`src/rtl/core/utf8d_pkg.sv`:
```
`timescale 1ns / 1ps
// ----------------------------------------------------------------------------
// UTF-8 decoder package
// Shared result kinds, widths and the result beat type.
// ----------------------------------------------------------------------------
package utf8d_pkg;

   localparam int BYTE_W  = 8;
   localparam int CODE_W  = 21;
   localparam int SHIFT_W = 6;
   localparam int KIND_W  = 2;

   localparam logic signed [SHIFT_W-1:0] SHIFT_STEP  = 6'sd6;
   localparam logic signed [SHIFT_W-1:0] SHIFT_LEAD2 = 6'sd0;
   localparam logic signed [SHIFT_W-1:0] SHIFT_LEAD3 = 6'sd6;
   localparam logic signed [SHIFT_W-1:0] SHIFT_LEAD4 = 6'sd12;
   localparam logic signed [SHIFT_W-1:0] SHIFT_MIN   = -6'sd6;

   localparam logic [0:0] CSR_DROP_MULTIBYTE = 1'b0;
   localparam logic [0:0] CSR_REPORT_ERRORS  = 1'b1;

   typedef enum logic [KIND_W-1:0] {
      KIND_ASCII   = 2'd0,
      KIND_CODE    = 2'd1,
      KIND_INVALID = 2'd2,
      KIND_EXCESS  = 2'd3
   } kind_type;

   typedef struct packed {
      logic              valid;
      kind_type          kind;
      logic [CODE_W-1:0] value;
   } result_type;

endpackage

```
`src/rtl/core/utf8d_step.sv`:
```
`timescale 1ns / 1ps
// ----------------------------------------------------------------------------
// UTF-8 decoder byte step
// Classifies one byte, updates the code accumulator and shift position, and
// forms the result beat, if any.
// ----------------------------------------------------------------------------
module utf8d_step
   import utf8d_pkg::*;
(
   input  logic [BYTE_W-1:0]         byte_in,
   input  logic [CODE_W-1:0]         acc,
   input  logic signed [SHIFT_W-1:0] shift,
   input  logic                      drop_multibyte,
   input  logic                      report_errors,
   output logic [CODE_W-1:0]         acc_next,
   output logic signed [SHIFT_W-1:0] shift_next,
   output result_type                result
);

   logic [CODE_W-1:0]         placed;
   logic [CODE_W-1:0]         acc_cont;
   logic signed [SHIFT_W-1:0] shift_cont;

   always_comb begin
      placed     = CODE_W'(byte_in[5:0]) << shift[4:0];
      acc_cont   = acc;
      shift_cont = shift;
      if (!shift[SHIFT_W-1]) begin
         acc_cont   = acc | placed;
         shift_cont = shift - SHIFT_STEP;
      end
   end

   always_comb begin
      acc_next     = acc;
      shift_next   = shift;
      result.valid = 1'b0;
      result.kind  = KIND_ASCII;
      result.value = CODE_W'(byte_in);
      if (!byte_in[7]) begin
         result.valid = 1'b1;
      end else if (!drop_multibyte) begin
         if (byte_in[7:6] == 2'b10) begin
            acc_next   = acc_cont;
            shift_next = shift_cont;
            if (shift_cont[SHIFT_W-1]) begin
               if (acc_cont != '0) begin
                  acc_next     = '0;
                  result.valid = 1'b1;
                  result.kind  = KIND_CODE;
                  result.value = acc_cont;
               end else begin
                  result.valid = report_errors;
                  result.kind  = KIND_EXCESS;
               end
            end
         end else if (byte_in[7:5] == 3'b110) begin
            acc_next   = {10'b0, byte_in[4:0], 6'b0};
            shift_next = SHIFT_LEAD2;
         end else if (byte_in[7:4] == 4'b1110) begin
            acc_next   = {5'b0, byte_in[3:0], 12'b0};
            shift_next = SHIFT_LEAD3;
         end else if (byte_in[7:3] == 5'b11110) begin
            acc_next   = {byte_in[2:0], 18'b0};
            shift_next = SHIFT_LEAD4;
         end else begin
            result.valid = report_errors;
            result.kind  = KIND_INVALID;
         end
      end
   end

endmodule

```
`src/rtl/core/utf8_stream_decoder.sv`:
```
`timescale 1ns / 1ps
// ----------------------------------------------------------------------------
// UTF-8 stream decoder
// Decodes a UTF-8 byte stream into ASCII characters, code points and error
// beats, one byte per beat.
// ----------------------------------------------------------------------------
// Takes one byte per clock unless rsp_ready stalls a pending result beat;
// gives at most one result beat per byte, through the input and result
// registers. The rate is set by the single decode step between the two; a byte
// that yields no result still passes through the step. Lead bytes and
// continuation bytes that do not finish a code point give no result; one
// ending at zero gives an error beat if reporting is on. Configuration writes
// take effect at once and are meant for idle periods only.
module utf8_stream_decoder
   import utf8d_pkg::*;
(
   input  logic              clock,
   input  logic              reset,
   input  logic              req_valid,
   output logic              req_ready,
   input  logic [BYTE_W-1:0] req_byte_in,
   output logic              rsp_valid,
   input  logic              rsp_ready,
   output logic [KIND_W-1:0] rsp_kind,
   output logic [CODE_W-1:0] rsp_value,
   input  logic              csr_write_en,
   input  logic              csr_index,
   input  logic              csr_wdata
);

   logic                      in_valid_ff;
   logic [BYTE_W-1:0]         in_byte_ff;
   logic                      drop_ff;
   logic                      report_ff;
   logic [CODE_W-1:0]         acc_ff;
   logic [CODE_W-1:0]         acc_in;
   logic signed [SHIFT_W-1:0] shift_ff;
   logic signed [SHIFT_W-1:0] shift_in;
   result_type                res_ff;
   result_type                res_in;
   logic                      out_free;
   logic                      advance;

   assign out_free  = !res_ff.valid || rsp_ready;
   assign advance   = in_valid_ff && out_free;
   assign req_ready = !in_valid_ff || out_free;

   utf8d_step u_step (
      .byte_in        (in_byte_ff),
      .acc            (acc_ff),
      .shift          (shift_ff),
      .drop_multibyte (drop_ff),
      .report_errors  (report_ff),
      .acc_next       (acc_in),
      .shift_next     (shift_in),
      .result         (res_in)
   );

   always_ff @(posedge clock) begin
      if (reset) begin
         drop_ff   <= 1'b0;
         report_ff <= 1'b1;
      end else if (csr_write_en) begin
         case (csr_index)
            CSR_DROP_MULTIBYTE[0]: drop_ff   <= csr_wdata;
            CSR_REPORT_ERRORS[0]:  report_ff <= csr_wdata;
            default:               drop_ff   <= drop_ff;
         endcase
      end
   end

   // input register
   always_ff @(posedge clock) begin
      if (reset) begin
         in_valid_ff <= 1'b0;
      end else if (req_ready) begin
         in_valid_ff <= req_valid;
      end
   end

   always_ff @(posedge clock) begin
      if (req_valid && req_ready) begin
         in_byte_ff <= req_byte_in;
      end
   end

   // decode state
   always_ff @(posedge clock) begin
      if (reset) begin
         acc_ff   <= '0;
         shift_ff <= '0;
      end else if (advance) begin
         acc_ff   <= acc_in;
         shift_ff <= shift_in;
      end
   end

   // result register
   always_ff @(posedge clock) begin
      if (reset) begin
         res_ff.valid <= 1'b0;
      end else if (out_free) begin
         res_ff.valid <= advance && res_in.valid;
      end
      if (advance) begin
         res_ff.kind  <= res_in.kind;
         res_ff.value <= res_in.value;
      end
   end

   assign rsp_valid = res_ff.valid;
   assign rsp_kind  = res_ff.kind;
   assign rsp_value = res_ff.value;

   a_shift_range: assert property (@(posedge clock) disable iff (reset)
      (shift_ff >= SHIFT_MIN) && (shift_ff <= SHIFT_LEAD4))
      else $error("shift position out of range");

   a_code_nonzero: assert property (@(posedge clock) disable iff (reset)
      rsp_valid && (rsp_kind == KIND_CODE) |-> (rsp_value != '0))
      else $error("code point beat with zero value");

   a_ascii_range: assert property (@(posedge clock) disable iff (reset)
      rsp_valid && (rsp_kind == KIND_ASCII) |-> (rsp_value[CODE_W-1:7] == '0))
      else $error("ascii beat above 7 bits");

   a_clear_on_emit: assert property (@(posedge clock) disable iff (reset)
      advance && res_in.valid && (res_in.kind == KIND_CODE) |=> (acc_ff == '0))
      else $error("accumulator not cleared after code point");

   a_error_enabled: assert property (@(posedge clock) disable iff (reset)
      advance && res_in.valid && ((res_in.kind == KIND_INVALID) ||
      (res_in.kind == KIND_EXCESS)) |-> report_ff)
      else $error("error beat while reporting disabled");

endmodule

```
`config.mk`:
```
export PLATFORM = sky130hd
export DESIGN_NAME = utf8_stream_decoder
export DESIGN_NICKNAME = d
export VERILOG_FILES = /design/src/rtl/core/utf8d_pkg.sv /design/src/rtl/core/utf8d_step.sv /design/src/rtl/core/utf8_stream_decoder.sv
export SDC_FILE = /design/constraint.sdc
export NUM_CORES = 1
export LEC_CHECK = 0
export BUFFER_PORTS_ARGS = -buffer_cell sky130_fd_sc_hd__buf_4
export CAP_MARGIN = 0
export CORE_AREA = 2 2 91 93
export CTS_CLUSTER_DIAMETER = 100
export DETAILED_ROUTE_END_ITERATION = 12
export DIE_AREA = 0 0 93 95
export GPL_ROUTABILITY_DRIVEN = 0
export GPL_TIMING_DRIVEN = 1
export MAX_ROUTING_LAYER = met4
export PLACE_DENSITY = 0.59
export SETUP_SLACK_MARGIN = 0.05
export SLEW_MARGIN = 20
export SYNTH_ARGS = -nofsm -noshare
export SYNTH_HDL_FRONTEND = slang
export SYNTH_SLANG_ARGS = --single-unit
```
`constraint.sdc`:
```
create_clock -name clock -period 5.19 [get_ports clock]
set_input_delay 0.2595 -clock clock [delete_from_list [all_inputs] [get_ports clock]]
set_output_delay 0.2595 -clock clock [all_outputs]
set_load 0.03 [all_outputs]
```
# Yosys cells after proc, flatten, opt, wreduce, memory -nomap -nowiden
# Cells that the tools add are included.
[op_classes]
n_addsub = 1
n_eq_ne = 5
n_shift = 1
muxes = 23
bitwise = 7
reduce_logical = 15
[op_table]
columns = ["op", "n"]
rows = [
  ["2-to-1 mux 21 bit", 9],
  ["2-to-1 mux 24 bit", 2],
  ["2-to-1 mux 6 bit", 5],
  ["bitwise OR 21 bit", 1],
  ["nonzero test 21 bit", 1],
  ["left shift 6 x 5 -> 21 bit", 1],
  ["2-to-1 mux 3 bit", 5],
  ["2-to-1 mux 7 bit", 1],
  ["inverter 1 bit", 6],
  ["subtractor 6 x 4 -> 6 bit, second input constant", 1],
  ["equality test 5 bit, second input constant", 1],
  ["AND reduction 5 bit", 1],
  ["OR reduction 5 bit", 1],
  ["equality test 4 bit, second input constant", 1],
  ["AND reduction 2 bit", 2],
  ["AND reduction 4 bit", 1],
  ["nonzero test 4 bit", 1],
  ["equality test 3 bit, second input constant", 1],
  ["logical AND 1 bit", 3],
  ["equality test 2 bit, second input constant", 1],
  ["logical NOT 1 bit", 2],
  ["logical OR 1 bit", 2],
  ["!= test 2 bit, second input constant", 1],
  ["OR reduction 2 bit", 1],
  ["2-to-1 mux 1 bit", 1],
]
[totals]
regBits = 62
word_cells = 64

# Longest topological paths before layout
# Gate-level depths: netlist (run 1).
[depth]
ltp_word = 10
depth_mapped = 10
depth_no_buf = 7

# Hierarchy
# Synthesis (run 1) repeated with hierarchy kept, for this count alone.
[unflattened]
hier_cells = 446
hier_area_um2 = 3970.1
[by_module_without_submodules]
columns = ["mod", "n_inst", "cells_each", "area_each_um2"]
rows = [
  ["utf8_stream_decoder", 1, 171, 2343.5],
  ["utf8d_step", 1, 275, 1626.6],
]

# Worst setup path after synthesis (run 1)
# OpenSTA, ideal clock, no wires.
[synth_path]
path_type = "register -> register"
start = "register in_byte_ff[1]"
end = "register res_ff (netlist bit rsp_value[6]), data pin"
setup_time_ps = 259
t_arrival_ps = 2194
path_slack_ps = 2738
path_stages_with_launch = 10
n_path_buf = 2
synth_period_minus_slack_ps = 2452
path_cell_list = "edfxtp_1 > clkbuf_1 > mux2i_1 > nor2_1 > a221oi_1 > nand4_1 > nor4_4 > nand2b_1 > buf_6 > o21bai_1"
[synth_lines]
columns = ["item", "line", "source"]
rows = [
  ["start: declaration", "utf8_stream_decoder.sv:32", "logic [BYTE_W-1:0] in_byte_ff;"],
  ["start signal: assignment", "utf8_stream_decoder.sv:83", "in_byte_ff <= req_byte_in;"],
  ["end: declaration", "utf8_stream_decoder.sv:39", "result_type res_ff;"],
]

==> metrics.yaml, run 1 <==
status: "complete, no violations"
dr.pass1.iters: 5
grt_usage_pct: 19.6
yosysSeqAreaShare_pct: 49.9
clockRootBuffer: "clkbuf_8"
cap_violations: 0
hold_buffers: 0
synthCells: 329
drtIter0Drc: 231
grt_pass1_vias: 2481
ys_async_sr_fraction_pct: 0
rows: 33
grt_remaining_overflow: 0
die_h_um: 95
r2r_cells: 7
yosysWarningCount: 0
cts_sinks: 61
io_pins: 40
die_x_um: 93
grt_max_degree: 31
timing_hold_violations_final: 0
vias: 2660
place.detailed.hpwl_um: 5440
ys_ff_latch: 61
synth_nets: 345
synth_ff_type: "edfxtp_1"
path_clk_slew_ns: 0.06
cp-start-kind: "flip-flop"
netlist.area_leader.share_pct: 30.3
min_period_ns: 3.57
leakagePower_nw: 1.29
via_per_inst: 5.71
critical_path_class: "flip-flop to flip-flop"
yosys-top-cells-area: "edfxtp_1, dfxtp_1, nor2_1"
rsz0062_at_grt: "false"
total_power_w: 0.00109
numCtsBuffers: 9
syn_area_sq_um: 3070
cts_resized: 0
multi_input_area_sq_um: 1420
holdPathStages: 1
tns_ns: 0
drc_errors: 0
hp-class: "input pin to flip-flop"
cts_max_path_buffers: 2
final_util_pct: 45.3
grt_pass1_wl_um: 12900
worst_pin_slew_ns: 0.947
end_kind: "flip-flop"
setup_viol: 0
core_area_sq_um: 7930
start_util_pct: 38.7
postRouteAntennaNets: 0
crit_arrival_ns: 3.63
synth.most_common_cell: "nor2_1"
regArea_sq_um: 1530
timing.final.crit_share_pct: 68.8
htree_levels: 3
relSlewSlack_pct: 36.8
synthTopCellsByCount: "nor2_1, a21oi_1, edfxtp_1, dfxtp_1, nor3_1"
port_buffers: 39
n_antenna_cell: 0
ir_worst_vdd_v: 0.000135
die_area_sq_um: 8840
synth_top_area_cell: "edfxtp_1"
wl_um: 7990
fillCellCount: 795
syn2layout_area_growth_pct: 17.0
crit_fanout: 23
antenna_found_initial: 0
ys_types: 51
maxSlewViolCount: 0
cp.required_ns: 5.25
cts_tree: "yes"
fmax_mhz: 280
syn_area_per_cell_sq_um: 9.33
layout.nets: 372
pwr_density_cell_nw_per_um2: 302
synth_edf_count: 31
wire_per_inst_um: 17.1
drive_gt1_share_pct: 18.6
clock_latency_ns: 0.34
post_cts_buffers: 0
finClkSkew_ns: 0.00776
-- final timing paths --
| kind | startpoint | endpoint | slack, ns |
|---|---|---|---|
| worst max register to register | shift_ff[1]$_SDFFE_PP0P_ | rsp_value[0]$_DFFE_PP_ | 1.62 |
| worst max-delay path | shift_ff[1]$_SDFFE_PP0P_ | rsp_value[0]$_DFFE_PP_ | 1.62 |
| worst min register to register | acc_ff[15]$_SDFFE_PP0P_ | acc_ff[15]$_SDFFE_PP0P_ | 0.50 |
| worst min-delay path | req_byte_in[7] | in_byte_ff[7]$_DFFE_PP_ | 0.1 |
-- registers in the layout (all words and copies together), names as in the netlist --
name / cells
drop_ff: 1
rsp_valid: 1
rsp_kind: 2
shift_ff: 5
acc_ff: 21
in_valid_ff: 1
report_ff: 1
in_byte_ff: 8
rsp_value: 21
-- cells by family after synthesis --
kind of cell | count (synthesis) | share of synthesized area (%)
flops | 61 | 49.9
compound gates | 95 | 20.6
buf+inv | 28 | 4.12
simple gates | 135 | 22.0
mux | 9 | 2.98
fa+ha+maj | 1 | 0.408
-- worst max-delay path, cell delays in order (launching register included) --
cell	delay (ns)
dfxtp_1	0.82
nor2_1	0.22
and2_1	0.25
a221oi_1	0.55
nand3_1	0.27
nor4_4	0.42
nand2b_1	0.56
o21ai_0	0.20
-- report_power, final --
group | switching [W] | internal, W | total (W)
sequential | 0.0000225 | 0.000527 | 0.000550
clock | 0.000179 | 0.000224 | 0.000403
combinational | 0.0000841 | 0.0000483 | 0.000132
total | 0.000286 | 0.000799 | 0.00109
-- cells in the final DEF (no fill, tap or decap), types with 6 or more instances in the layout --
| cell | instances |
|---|---|
| a211oi_1 | 11 |
| a21oi_1 | 37 |
| a221oi_1 | 6 |
| and3_1 | 6 |
| buf_4 | 40 |
| clkbuf_8 | 13 |
| dfxtp_1 | 30 |
| edfxtp_1 | 31 |
| mux2i_1 | 8 |
| nand2_1 | 16 |
| nand2b_1 | 6 |
| nand3b_1 | 6 |
| nor2_1 | 54 |
| nor3_1 | 19 |
| o21ai_0 | 13 |
-- layer usage --
layer / GRT usage, % / vias up / share of wire [%]
li1: - / 1264 / -
met3: 3.91 / 14 / 6.4
met5: - / - / 0
met2: 30.5 / 127 / 47
met1: 26.3 / 1255 / 45
met4: 5.39 / 0 / 1.3
-- per-stage QoR --
step	instance area [sq um]	worst slack, ns	hold slack [ns]	instances
3_3_place_gp	3390	1.77	0.438	450
5_1_grt	3590	1.21	0.0858	466
4_1_cts	3590	1.68	0.0866	466
2_1_floorplan	3070	2.74	0.358	329
3_5_place_dp	3390	1.70	0.439	450
6_report	3590	1.62	0.0979	466
-- cell type report --
| cell class | instances | share of cell area [%] |
|---|---|---|
| multi-input cells | 240 | 39.4 |
| clock buffers | 13 | 4.98 |
| flip-flops and latches | 61 | 42.6 |
| inverters | 4 | 0.418 |
| clock inverters | 3 | 0.488 |
| well taps | 105 | 3.66 |
| repair buffers | 40 | 8.36 |
(Power assumes the default switching activity.)
==> inputs of run 2 (changes only) <==
--- a/config.mk
+++ b/config.mk
@@ -14,7 +14,7 @@
 export GPL_ROUTABILITY_DRIVEN = 0
 export GPL_TIMING_DRIVEN = 1
 export MAX_ROUTING_LAYER = met4
-export PLACE_DENSITY = 0.59
+export PLACE_DENSITY = 0.61
 export SETUP_SLACK_MARGIN = 0.05
 export SLEW_MARGIN = 20
 export SYNTH_ARGS = -nofsm -noshare
==> constraint.sdc (replaced) <==
create_clock -name clock -period 3.2 [get_ports clock]
set_input_delay 0.16 -clock clock [delete_from_list [all_inputs] [get_ports clock]]
set_output_delay 0.16 -clock clock [all_outputs]
set_load 0.03 [all_outputs]
==> run 2 against run 1 <==
Register-to-register slack worse by 1.4 ns. Sequential power is 62% higher. Die area stayed put. Critical path type unchanged.
==> metrics.yaml, run 2 (same netlist as run 1, synthesis figures left out) <==
numCtsBuffers: 9
cp.required_ns: 3.44
clock_latency_ns: 0.34
dr.pass1.iters: 5
rows: 33
crit_arrival_ns: 3.20
cts_tree: "yes"
critPathBufInv: 0
crit_chain: "mux2i_1 -> nor2_1 -> a221oi_1 -> nand4_1 -> o41ai_2 -> nand3_1 -> a211oi_1"
grt_pass1_vias: 2653
finClkSkew_ns: 0.00918
timing_hold_violations_final: 0
drtIter0Drc: 285
htree_levels: 3
timing.final.crit_share_pct: 92.3
die_h_um: 95
maxSlewViolCount: 0
cp_top_family: "compound AO/OA/AOI/OAI gates"
io_pins: 40
critical-path-max-stage-delay_ns: 0.63
grt_max_degree: 31
grt_pass1_wl_um: 14000
core_area_sq_um: 7930
drc_errors: 0
syn2layout_area_growth_pct: 24.4
die_area_sq_um: 8840
n_antenna_cell: 0
dp_cells: 466
setup_viol: 0
clockRootBuffer: "clkbuf_8"
end_kind: "flip-flop"
tns_ns: 0
ir_worst_vdd_v: 0.000212
mostFrequentLayoutCell: "buf_4"
via_per_inst: 5.82
pre_cts_slack_ns: 0.307
place.detailed.hpwl_um: 6110
relSlewSlack_pct: 50.1
crit_fanout: 11
path_clk_slew_ns: 0.07
layout.nets: 396
cts_max_path_buffers: 2
cts_sinks: 61
finalWorstSetupSlack_ns: 0.246
wl_um: 8690
fmax_mhz: 339
grt_remaining_overflow: 0
status: "complete, no violations"
worst_pin_slew_ns: 0.746
die_x_um: 93
pwr_density_cell_nw_per_um2: 491
cp-start-kind: "flip-flop"
instances_no_fill: 490
wire_per_inst_um: 17.7
vias: 2850
grt_usage_pct: 21.6
final_util_pct: 48.2
drive_gt1_share_pct: 20.8
critical_path_class: "flip-flop to flip-flop"
fillCellCount: 768
rsz0062_at_grt: "false"
final_cell_mix: "buf_4, nor2_1, a21oi_1"
cap_violations: 0
hp-class: "input pin to flip-flop"
leakagePower_nw: 1.41
start_util_pct: 38.7
antenna_found_initial: 0
postRouteAntennaNets: 0
min_period_ns: 2.95
post_cts_buffers: 0
port_buffers: 39
cp_slowest_cell: "o41ai_2"
[run 2: per-layer routing]
metal / up-vias / track usage (%) / routed length (um)
met5: - / - / 0
met4: 0 / 10.5 / 318
met3: 26 / 5.35 / 614
met2: 144 / 31.9 / 3970
met1: 1366 / 27.8 / 3790
li1: 1314 / - / -
[run 2: final timing paths]
kind                                               from                        to  slack, ns  cells after the start
worst min-delay path                          req_valid  in_valid_ff$_SDFFE_PP0N_       0.04                      3
worst max register to register  in_byte_ff[1]$_DFFE_PP_    acc_ff[7]$_SDFFE_PP0P_       0.25                      7
worst max-delay path            in_byte_ff[1]$_DFFE_PP_    acc_ff[7]$_SDFFE_PP0P_       0.25                      7
worst min register to register  acc_ff[15]$_SDFFE_PP0P_   acc_ff[15]$_SDFFE_PP0P_       0.50                      2
[run 2: timing repair]
action                                  CTS  global route
endpoints found under the setup margin    0             7
resized for setup                         0             1
hold buffers                              8             0
hold endpoints to repair                  8             0
[run 2: where the power goes]
group | internal (W) | switching, W | total (W)
registers | 0.000855 | 0.0000335 | 0.000889
logic | 0.0000974 | 0.000147 | 0.000245
clock network | 0.000455 | 0.000288 | 0.000743
[run 2: stage by stage]
step	cell area [sq um]	power [W]	hold WS (ns)
after floorplan	3070	0.00105	0.259
after global placement	3520	0.00114	0.339
after detailed placement	3520	0.00114	0.339
after CTS	3820	0.00189	0.0291
after global routing	3820	0.00196	0.0278
final	3820	0.00188	0.0417
[run 2: worst register-to-register path, cell delays in order, from the launching register on]
cell and delay [ns]:
edfxtp_1 0.60, mux2i_1 0.23, nor2_1 0.12, a221oi_1 0.55, nand4_1 0.33, o41ai_2 0.63
nand3_1 0.14, a211oi_1 0.25
[run 2: layout make-up]
type	instances	area (sq um)	area share (%)
Clock buffer	11	141	3.70
Clock inverter	5	73.8	1.93
Inverter	4	15.0	0.393
Multi-Input combinational cell	240	1410	36.9
Sequential cell	61	1530	40.2
Tap cell	105	131	3.44
Timing Repair Buffer	64	513	13.4
